==> src/rtl/rsns_pkg.sv <==
// ----------------------------------------------------------------------------
// rsns_pkg
// shared types, codes and helpers for the rank select and nearest slot block
// ----------------------------------------------------------------------------
package rsns_pkg;

	localparam int unsigned DATA_W    = 32;
	localparam int unsigned RANK_W    = 7;
	localparam int unsigned POS_W     = 6;
	localparam int unsigned DEPTH_DEF = 64;

	typedef enum logic [1:0] {
		ACT_APPEND  = 2'd0,
		ACT_CLEAR   = 2'd1,
		ACT_SELECT  = 2'd2,
		ACT_NEAREST = 2'd3
	} action_t;

	typedef enum logic [1:0] {
		ST_OK    = 2'd0,
		ST_FULL  = 2'd1,
		ST_EMPTY = 2'd2,
		ST_RSVD  = 2'd3
	} status_t;

	// per-cycle control from the sequencer to the scan unit
	typedef struct packed {
		logic start;     // clear accumulators for a new pass
		logic near;      // nearest pass, else select pass
		logic use_bound; // select pass: only values above bound count
		logic vld;       // read data valid this cycle
	} scan_ctl_t;

	// flip the sign bit so an unsigned compare orders like signed values
	function automatic logic [DATA_W-1:0] order_key(input logic [DATA_W-1:0] bits);
		return {~bits[DATA_W-1], bits[DATA_W-2:0]};
	endfunction

endpackage

==> src/rtl/rsns_ifs.sv <==
// ----------------------------------------------------------------------------
// rsns channel interfaces
// valid/ready channels for request items and result items
// ----------------------------------------------------------------------------
interface rsns_req_if;
	import rsns_pkg::*;
	logic                     valid;
	logic                     ready;
	logic [1:0]               action;
	logic signed [DATA_W-1:0] value;
	logic [RANK_W-1:0]        rank;

	modport source (output valid, action, value, rank, input ready);
	modport sink   (input valid, action, value, rank, output ready);
endinterface

interface rsns_rsp_if;
	import rsns_pkg::*;
	logic                     valid;
	logic                     ready;
	logic signed [DATA_W-1:0] selected_value;
	logic [POS_W-1:0]         position;
	logic                     found;
	logic [1:0]               status;

	modport source (output valid, selected_value, position, found, status, input ready);
	modport sink   (input valid, selected_value, position, found, status, output ready);
endinterface

==> src/rtl/rsns_ram.sv <==
// ----------------------------------------------------------------------------
// rsns_ram
// generic single-port-write, single-port-read ram with registered read data
// ----------------------------------------------------------------------------
module rsns_ram #(
	parameter int unsigned WIDTH = 32,
	parameter int unsigned DEPTH = 64
) (
	input  logic                                        clk,
	input  logic                                        we,
	input  logic [((DEPTH > 1) ? $clog2(DEPTH) : 1)-1:0] waddr,
	input  logic [WIDTH-1:0]                            wdata,
	input  logic [((DEPTH > 1) ? $clog2(DEPTH) : 1)-1:0] raddr,
	output logic [WIDTH-1:0]                            rdata
);
	logic [WIDTH-1:0] mem_q [DEPTH];

	always_ff @(posedge clk) begin
		if (we) begin
			mem_q[waddr] <= wdata;
		end
		rdata <= mem_q[raddr];
	end
endmodule

==> src/rtl/rsns_scan_unit.sv <==
// ----------------------------------------------------------------------------
// rsns_scan_unit
// shared compare unit, folds one table entry per cycle into a running best
// ----------------------------------------------------------------------------
module rsns_scan_unit #(
	parameter int unsigned DEPTH = rsns_pkg::DEPTH_DEF
) (
	input  logic                              clk,
	input  logic                              arst_n,
	input  rsns_pkg::scan_ctl_t               ctl,
	input  logic [$clog2(DEPTH)-1:0]          idx,
	input  logic [rsns_pkg::DATA_W-1:0]       data,
	input  logic [rsns_pkg::DATA_W-1:0]       bound,
	input  logic [$clog2(DEPTH+1)-1:0]        count,
	output logic [rsns_pkg::DATA_W-1:0]       best,
	output logic                              have,
	output logic [$clog2(DEPTH)-1:0]          pos
);
	import rsns_pkg::*;

	localparam int unsigned AW = $clog2(DEPTH);
	localparam int unsigned CW = $clog2(DEPTH + 1);

	logic [DATA_W-1:0] best_q;
	logic              have_q;
	logic [AW-1:0]     pos_q;
	logic [CW-1:0]     bestw_q;

	logic [DATA_W-1:0] key_d;
	logic              gt_bound;
	logic              lt_best;
	logic [CW-1:0]     half;
	logic [CW-1:0]     idx_ext;
	logic [CW-1:0]     weight;
	logic              hit;

	always_comb begin
		key_d    = order_key(data);
		gt_bound = key_d > order_key(bound);
		lt_best  = key_d < order_key(best_q);
		half     = count >> 1;
		idx_ext  = CW'(idx);
		weight   = (idx_ext <= half) ? idx_ext : (count - idx_ext);
		if (ctl.near) begin
			hit = (weight < bestw_q) && !gt_bound;
		end else begin
			hit = (!ctl.use_bound || gt_bound) && (!have_q || lt_best);
		end
	end

	always_ff @(posedge clk or negedge arst_n) begin
		if (!arst_n) begin
			have_q <= 1'b0;
		end else if (ctl.start) begin
			have_q <= 1'b0;
		end else if (ctl.vld && hit) begin
			have_q <= 1'b1;
		end
	end

	always_ff @(posedge clk) begin
		if (ctl.start) begin
			bestw_q <= half + CW'(1);
			pos_q   <= '0;
		end else if (ctl.vld && hit) begin
			best_q  <= data;
			bestw_q <= weight;
			pos_q   <= idx;
		end
	end

	assign best = best_q;
	assign have = have_q;
	assign pos  = pos_q;
endmodule

==> src/rtl/rank_select_and_nearest_slot_top.sv <==
// ----------------------------------------------------------------------------
// rank_select_and_nearest_slot_top
// value table with k-th smallest distinct select and nearest-to-end search
// ----------------------------------------------------------------------------
//  channel | dir | fields                                      | accepted when
//  req     | in  | action, value, rank                         | valid & ready
//  rsp     | out | selected_value, position, found, status     | valid & ready
//
//  append, clear and queries on an empty table go from idle straight to the
//  output state. a nearest query takes one scan of N = entry count entries,
//  a select query P scans; each scan passes the scan, tail and eval states.
//  here P = min(k, distinct values + 1) with k = max(rank, 1), and the
//  extra pass is the one that finds nothing above the maximum. the scan
//  rate is set by the single ram read port and the shared compare unit.
//  req is ready only while the sequencer is idle; a result waiting in the
//  output register does not block the next item, only the next result.
//  reset clears the entry count and the handshake state; table contents stay
//  undefined until written.
// ----------------------------------------------------------------------------
module rank_select_and_nearest_slot_top #(
	parameter int unsigned DEPTH = rsns_pkg::DEPTH_DEF
) (
	input  logic       clk,
	input  logic       arst_n,
	rsns_req_if.sink   req,
	rsns_rsp_if.source rsp
);
	import rsns_pkg::*;

	localparam int unsigned AW = $clog2(DEPTH);
	localparam int unsigned CW = $clog2(DEPTH + 1);

	typedef enum logic [4:0] {
		S_IDLE = 5'b00001, // waiting for an item
		S_SCAN = 5'b00010, // issuing table reads
		S_TAIL = 5'b00100, // last read data lands
		S_EVAL = 5'b01000, // end of pass decision
		S_OUT  = 5'b10000  // hand result to output register
	} state_t;

	state_t            state_q;
	logic [CW-1:0]     cnt_q;      // entries held
	logic [CW-1:0]     iss_q;      // next read index of the pass
	logic              rd_v_s1;    // read data valid
	logic [AW-1:0]     idx_s1;     // index of that data
	logic              near_q;     // nearest query in flight
	logic              first_q;    // select: minimum pass
	logic [RANK_W-1:0] steps_q;    // select: next-above passes left
	logic [DATA_W-1:0] bound_q;    // current select value or threshold
	logic [1:0]        kind_q;     // action of the item in flight
	status_t           res_st_q;

	logic                      out_v_q;
	logic [DATA_W-1:0]         sel_q;
	logic [POS_W-1:0]          pos_q;
	logic                      found_q;
	logic [1:0]                status_q;

	logic              accept;
	logic              start_pass;
	logic              ram_we;
	logic [DATA_W-1:0] rd_data;
	logic [DATA_W-1:0] best;
	logic              have;
	logic [AW-1:0]     best_pos;
	scan_ctl_t         ctl;
	logic              out_load;
	logic              full;

	assign accept   = req.valid && req.ready;
	assign full     = (cnt_q == CW'(DEPTH));
	assign ram_we   = accept && (req.action == ACT_APPEND) && !full;
	assign out_load = (state_q == S_OUT) && (!out_v_q || rsp.ready);

	// a new pass opens from idle on a query to a non-empty table, or from eval when more select steps remain
	always_comb begin
		start_pass = 1'b0;
		if (accept && (req.action == ACT_SELECT || req.action == ACT_NEAREST)
				&& cnt_q != '0) begin
			start_pass = 1'b1;
		end else if (state_q == S_EVAL && !near_q) begin
			if (first_q) begin
				start_pass = (steps_q != '0);
			end else begin
				start_pass = have && (steps_q != RANK_W'(1));
			end
		end
	end

	always_comb begin
		ctl.start     = start_pass;
		ctl.near      = near_q;
		ctl.use_bound = !first_q;
		ctl.vld       = rd_v_s1;
	end

	rsns_ram #(
		.WIDTH (DATA_W),
		.DEPTH (DEPTH)
	) u_table (
		.clk   (clk),
		.we    (ram_we),
		.waddr (cnt_q[AW-1:0]),
		.wdata ($unsigned(req.value)),
		.raddr (iss_q[AW-1:0]),
		.rdata (rd_data)
	);

	rsns_scan_unit #(
		.DEPTH (DEPTH)
	) u_scan (
		.clk    (clk),
		.arst_n (arst_n),
		.ctl    (ctl),
		.idx    (idx_s1),
		.data   (rd_data),
		.bound  (bound_q),
		.count  (cnt_q),
		.best   (best),
		.have   (have),
		.pos    (best_pos)
	);

	// sequencer
	always_ff @(posedge clk or negedge arst_n) begin
		if (!arst_n) begin
			state_q <= S_IDLE;
			cnt_q   <= '0;
			rd_v_s1 <= 1'b0;
		end else begin
			rd_v_s1 <= (state_q == S_SCAN);
			case (state_q)
				S_IDLE: begin
					if (accept) begin
						case (req.action)
							ACT_APPEND: begin
								if (!full) begin
									cnt_q <= cnt_q + CW'(1);
								end
								state_q <= S_OUT;
							end
							ACT_CLEAR: begin
								cnt_q   <= '0;
								state_q <= S_OUT;
							end
							default: begin
								state_q <= start_pass ? S_SCAN : S_OUT;
							end
						endcase
					end
				end
				S_SCAN: begin
					if (iss_q == cnt_q - CW'(1)) begin
						state_q <= S_TAIL;
					end
				end
				S_TAIL: begin
					state_q <= S_EVAL;
				end
				S_EVAL: begin
					state_q <= start_pass ? S_SCAN : S_OUT;
				end
				S_OUT: begin
					if (out_load) begin
						state_q <= S_IDLE;
					end
				end
				default: begin
					state_q <= S_IDLE;
				end
			endcase
		end
	end

	// item context and select stepping
	always_ff @(posedge clk) begin
		idx_s1 <= iss_q[AW-1:0];
		if (start_pass) begin
			iss_q <= '0;
		end else if (state_q == S_SCAN) begin
			iss_q <= iss_q + CW'(1);
		end
		if (accept) begin
			kind_q  <= req.action;
			near_q  <= (req.action == ACT_NEAREST);
			first_q <= 1'b1;
			bound_q <= $unsigned(req.value);
			steps_q <= (req.rank == '0) ? '0 : (req.rank - RANK_W'(1));
			if (req.action == ACT_APPEND && full) begin
				res_st_q <= ST_FULL;
			end else if ((req.action == ACT_SELECT || req.action == ACT_NEAREST)
					&& cnt_q == '0) begin
				res_st_q <= ST_EMPTY;
			end else begin
				res_st_q <= ST_OK;
			end
		end else if (state_q == S_EVAL && !near_q) begin
			if (first_q) begin
				bound_q <= best;
				first_q <= 1'b0;
			end else if (have) begin
				bound_q <= best;
				steps_q <= steps_q - RANK_W'(1);
			end
		end
	end

	// output register
	always_ff @(posedge clk or negedge arst_n) begin
		if (!arst_n) begin
			out_v_q <= 1'b0;
		end else if (out_load) begin
			out_v_q <= 1'b1;
		end else if (rsp.ready) begin
			out_v_q <= 1'b0;
		end
	end

	always_ff @(posedge clk) begin
		if (out_load) begin
			sel_q    <= '0;
			pos_q    <= '0;
			found_q  <= 1'b0;
			status_q <= res_st_q;
			if (res_st_q == ST_OK) begin
				if (kind_q == ACT_SELECT) begin
					sel_q <= bound_q;
				end else if (kind_q == ACT_NEAREST) begin
					found_q <= have;
					pos_q   <= POS_W'(best_pos);
				end
			end
		end
	end

	assign req.ready          = (state_q == S_IDLE);
	assign rsp.valid          = out_v_q;
	assign rsp.selected_value = $signed(sel_q);
	assign rsp.position       = pos_q;
	assign rsp.found          = found_q;
	assign rsp.status         = status_q;
endmodule

==> src/flat_wrapper.sv <==
// flat-port wrapper written by rule: the top's interface ports become plain ports
module rank_select_and_nearest_slot_top_flat import rsns_pkg::*;
#(
	parameter int unsigned DEPTH = rsns_pkg::DEPTH_DEF
)
  (clk, arst_n, req_valid, req_action, req_value, req_rank, req_ready, rsp_valid, rsp_selected_value, rsp_position, rsp_found, rsp_status, rsp_ready);
  rsns_req_if req_i ();
  rsns_rsp_if rsp_i ();
  input  logic clk;
  input  logic arst_n;
  input wire logic [$bits(req_i.valid)-1:0] req_valid;
  input wire logic [$bits(req_i.action)-1:0] req_action;
  input wire logic [$bits(req_i.value)-1:0] req_value;
  input wire logic [$bits(req_i.rank)-1:0] req_rank;
  output wire logic [$bits(req_i.ready)-1:0] req_ready;
  output wire logic [$bits(rsp_i.valid)-1:0] rsp_valid;
  output wire logic [$bits(rsp_i.selected_value)-1:0] rsp_selected_value;
  output wire logic [$bits(rsp_i.position)-1:0] rsp_position;
  output wire logic [$bits(rsp_i.found)-1:0] rsp_found;
  output wire logic [$bits(rsp_i.status)-1:0] rsp_status;
  input wire logic [$bits(rsp_i.ready)-1:0] rsp_ready;
  assign req_i.valid = req_valid;
  assign req_i.action = req_action;
  assign req_i.value = req_value;
  assign req_i.rank = req_rank;
  assign req_ready = req_i.ready;
  assign rsp_valid = rsp_i.valid;
  assign rsp_selected_value = rsp_i.selected_value;
  assign rsp_position = rsp_i.position;
  assign rsp_found = rsp_i.found;
  assign rsp_status = rsp_i.status;
  assign rsp_i.ready = rsp_ready;
  rank_select_and_nearest_slot_top #(.DEPTH(DEPTH)) u_core (.clk(clk), .arst_n(arst_n), .req(req_i), .rsp(rsp_i));
endmodule
==> config.mk <==
export PLATFORM = sky130hd
export DESIGN_NAME = rank_select_and_nearest_slot_top_flat
export DESIGN_NICKNAME = d
export VERILOG_FILES = /design/src/rtl/rsns_pkg.sv /design/src/rtl/rsns_ifs.sv /design/src/rtl/rsns_ram.sv /design/src/rtl/rsns_scan_unit.sv /design/src/rtl/rank_select_and_nearest_slot_top.sv /design/src/flat_wrapper.sv
export SDC_FILE = /design/constraint.sdc
export NUM_CORES = 2
export LEC_CHECK = 0
export BUFFER_PORTS_ARGS = -buffer_cell sky130_fd_sc_hd__buf_2
export CAP_MARGIN = 20
export CORE_UTILIZATION = 45
export CTS_CLUSTER_DIAMETER = 50
export DETAILED_ROUTE_END_ITERATION = 8
export HOLD_SLACK_MARGIN = 0.08
export PLACE_DENSITY = 0.7
export SYNTH_ARGS = -nofsm -noshare
export SYNTH_HDL_FRONTEND = slang
export SYNTH_HIERARCHICAL = 1
export SYNTH_SLANG_ARGS = --single-unit
export TNS_END_PERCENT = 5
==> constraint.sdc <==
create_clock -name clk -period 5.7 [get_ports clk]
set_clock_uncertainty 0.05 [all_clocks]
set_input_delay 0.855 -clock clk [delete_from_list [all_inputs] [get_ports clk]]
set_output_delay 0.855 -clock clk [all_outputs]
set_load 0.01 [all_outputs]
==> results_dict.tcl <==
set metrics [dict create \
    status "finished, final reports clean" \
    antenna_found_initial 6 \
    synth_cells 4174 \
    clkTransAtPathRegs_ns 0.06 \
    nets 4560 \
    multi_input_area_um2 19900 \
    max_freq_ghz 0.199 \
    postPlaceCellArea_um2 92100 \
    synth_top_family_by_area "multiplexers" \
    finalPower_mw 40.6 \
    first_iter_violations 5494 \
    rsz0062_at_grt "false" \
    mostFrequentLayoutCell "edfxtp_1" \
    synth_compound_area_share_pct 2.36 \
    synth.yosys.seq_area_share_pct 76.2 \
    leakagePower_nw 31.2 \
    ys_ff_latch 2239 \
    cts_tree "built" \
    synthAdderAreaFrac_pct 1.30 \
    ir_worst_vdd_v 0.000314 \
    p_sw_share_pct 26.3 \
    hold_viol_final 0 \
    synth_nets 4309 \
    antenna_left 0 \
    finalCritPeriodShare_pct 88.2 \
    worst_pin_slew_ns 1.16 \
    slew_headroom_pct 22.6 \
    viasPerCell 6.09 \
    initial_core_util_pct 45.3 \
    min_path_type "in -> reg" \
    clock_power_share_pct 35.2 \
    cp-end-kind "flop" \
    place.gp.congestion 0.862 \
    drc 0 \
    die_w_um 443 \
    synth_top_area_share_pct 74.6 \
    synth.distinct_cells 75 \
    maxCapViolations 0 \
    worst_slack_ns 0.672 \
    finalCriticalPeriod_ns 5.03 \
    grt_usage_pct 21.6 \
    critical_path_class "reg -> reg" \
    cp_max_fo 32 \
    first_pass_iters 6 \
    wirelength_mm 213 \
    synth_area_leaders "edfxtp_1 75%, mux4_2 14%, ha_1 1.3%" \
    cts_buffers 215 \
    post-place-ws_ns 0.764 \
    hpwl_mm 127 \
    p_int_mw 29.9 \
    dr_total_vias 43400 \
    synth_top_cell_by_area "edfxtp_1" \
    cts_setup_buffers 0 \
    slew_viol_final 0 \
    wl_per_cell_um 29.8 \
    mostFrequentLayoutCells "2,172 x edfxtp_1, 544 x mux4_2, 217 x clkbuf_16, 160 x nand2_1, 115 x buf_4" \
    grt_pass1_wl_mm 305 \
    clock_latency_ns 0.86 \
    netSwitchingPower_mw 10.7 \
    die-area_um2 196000 \
    coreArea_um2 193000 \
    setup_violations 0 \
    grt_pass1_vias 42000 \
    p_per_area_nw_per_um2 408 \
    regArea_um2 66700 \
    root_buffer "clkbuf_16" \
    synthArstFlopShare_pct 0.670 \
    row_count 161 \
    n_fill_cell 14600 \
    clk_path_buf_depth 3 \
    synth-simple-area-share_pct 2.95 \
    synth-edff-count 2172 \
    port_buffers 87 \
    netlist_area_um2 87400 \
    synth.area.mux_share_pct 15.3 \
    ys_warn_count 6 \
    p_seq_share_pct 47.0 \
    cts_sinks 2239 \
    htree_levels 4 \
    io_pins 88 \
    p_comb_share_pct 17.9 \
    layout-drive-gt1-share_pct 25.5 \
    synth_top_flop_cell "edfxtp_1" \
    grt_max_degree 116 \
    synth_xor_area_share_pct 0.311 \
    syn_avg_cell_area_um2 20.9 \
    dp.cells 6725 \
    postLayoutCellArea_um2 99400 \
    setup_tns_ns 0 \
    start_kind "flop" \
    crit_arrival_ns 5.47 \
    die_y_um 443 \
    worstPathRequired_ns 6.15 \
    finalNonFillerCells 7132 \
    area_growth_pct 13.7 \
    grt-ovfl-total 0 \
]
power by group through the flow:
stage	sequential, mW	clock [mW]	combinational (mW)
after floorplan	19.1	0	5.00
after global placement	19.4	0	7.11
after detailed placement	19.4	0	7.21
after CTS	19.0	14.5	7.24
after global routing	19.1	15.1	7.74
final	19.1	14.3	7.25
what timing repair did:
item                                    4_1_cts  5_1_grt
endpoints found under the setup margin        0        0
hold buffers                                  1        0
endpoints found under the hold margin        14        0
resized for setup                             0        0
synthesized netlist by cell type, drive strengths merged, types with 4 or more instances:
cell,count
edfxtp,2172
mux4,544
nor2,170
nand2,160
buf,114
mux2i,106
inv,102
a21oi,97
o22ai,94
clkbuf,91
ha,89
dfxtp,52
and2,46
o221ai,27
nand2b,24
nor3,22
nand3,21
o21ai,21
xnor2,20
nor2b,19
a21o,16
nand4,16
a22oi,14
dfrtp,14
xor2,11
a311oi,8
and3,8
nand3b,8
or3,8
o211ai,6
a41o,5
o32ai,5
or3b,5
or4b,5
a211oi,4
a21boi,4
and3b,4
or2,4
worst max-delay path, cell delays in order (launching register included):
cell,delay (ns)
dfrtp_1,0.83
ha_1,0.36
nor2b_1,0.12
o21ai_0,0.21
a21boi_0,0.13
o21ai_0,0.26
a21boi_0,0.16
o31ai_1,0.37
ha_1,0.32
a21o_1,0.16
a2111oi_0,0.71
a32oi_4,0.38
nor2_2,0.16
buf_4,0.40
area by class of cell:
class / count / area share [%]
timing repair buffer: 239 / 2.17
multi-input combinational: 1627 / 20.0
inverter: 103 / 0.389
clock inverter: 135 / 1.53
tap: 2526 / 3.18
sequential: 2239 / 67.1
clock buffer: 262 / 5.65
antenna: 1 / 0.00252
per-layer routing:
layer | share of wire [%] | vias up | wire (um) | global-route usage (%)
met2 | 46 | 2346 | 97100 | 32.2
met5 | 0.0047 | - | 10 | 0
met4 | 2.4 | 2 | 5150 | 5.80
met1 | 42 | 23100 | 88400 | 32.3
li1 | - | 17800 | - | -
met3 | 10 | 245 | 22100 | 4.65
flip-flops by register name (all words and copies together) (netlist names), 2 cells and up:
| register | cells |
|---|---|
| u_core/iss_q | 7 |
| u_core/u_scan/bestw_q | 7 |
| u_core/res_st_q | 2 |
| u_core/u_table/mem_q | 2048 |
| u_core/idx_s1 | 6 |
| u_core/cnt_q | 7 |
| u_core/rsp.status | 2 |
| u_core/bound_q | 32 |
| u_core/state_q | 5 |
| u_core/rsp.position | 6 |
| u_core/u_table/rdata | 32 |
| u_core/u_scan/best | 32 |
| u_core/steps_q | 7 |
| u_core/kind_q | 2 |
| u_core/rsp.selected_value | 32 |
| u_core/u_scan/pos | 6 |
stage by stage:
stage | utilization (%) | hold slack [ns]
after floorplan | - | 0.344
after global placement | 47.5 | 0.413
after detailed placement | 47.8 | 0.415
after CTS | 51.5 | 0.117
after global routing | 51.6 | 0.173
final | 51.6 | 0.181
path summary, 6_finish.rpt:
kind | from | end | slack, ns | cells past startpoint
min in group asynchronous | arst_n | u_core/state_q[4] | 0.41 | 2
worst max-delay path | u_core/cnt_q[1] | u_core/u_scan/best[24] | 0.67 | 13
worst min register to register | u_core/u_scan/pos[0] | u_core/u_scan/pos[0] | 0.43 | 2
worst max register to register | u_core/cnt_q[1] | u_core/u_scan/best[24] | 0.67 | 13
max in group asynchronous | arst_n | u_core/state_q[0] | 4.86 | 2
worst min-delay path | req_valid | u_core/state_q[0] | 0.18 | 2
cell families (layout without fill, tap and decap cells):
logic type	count (synthesis)	in the layout
AOI/OAI and AO/OA	317	317
buffers and inverters	308	739
other	0	1
DFF	2239	2239
and+or+nand+nor	536	536
adders and majority gates	90	90
xor gates and xnor gates	31	31
muxes	653	653
No activity file was read; power rests on OpenSTA's default activity.
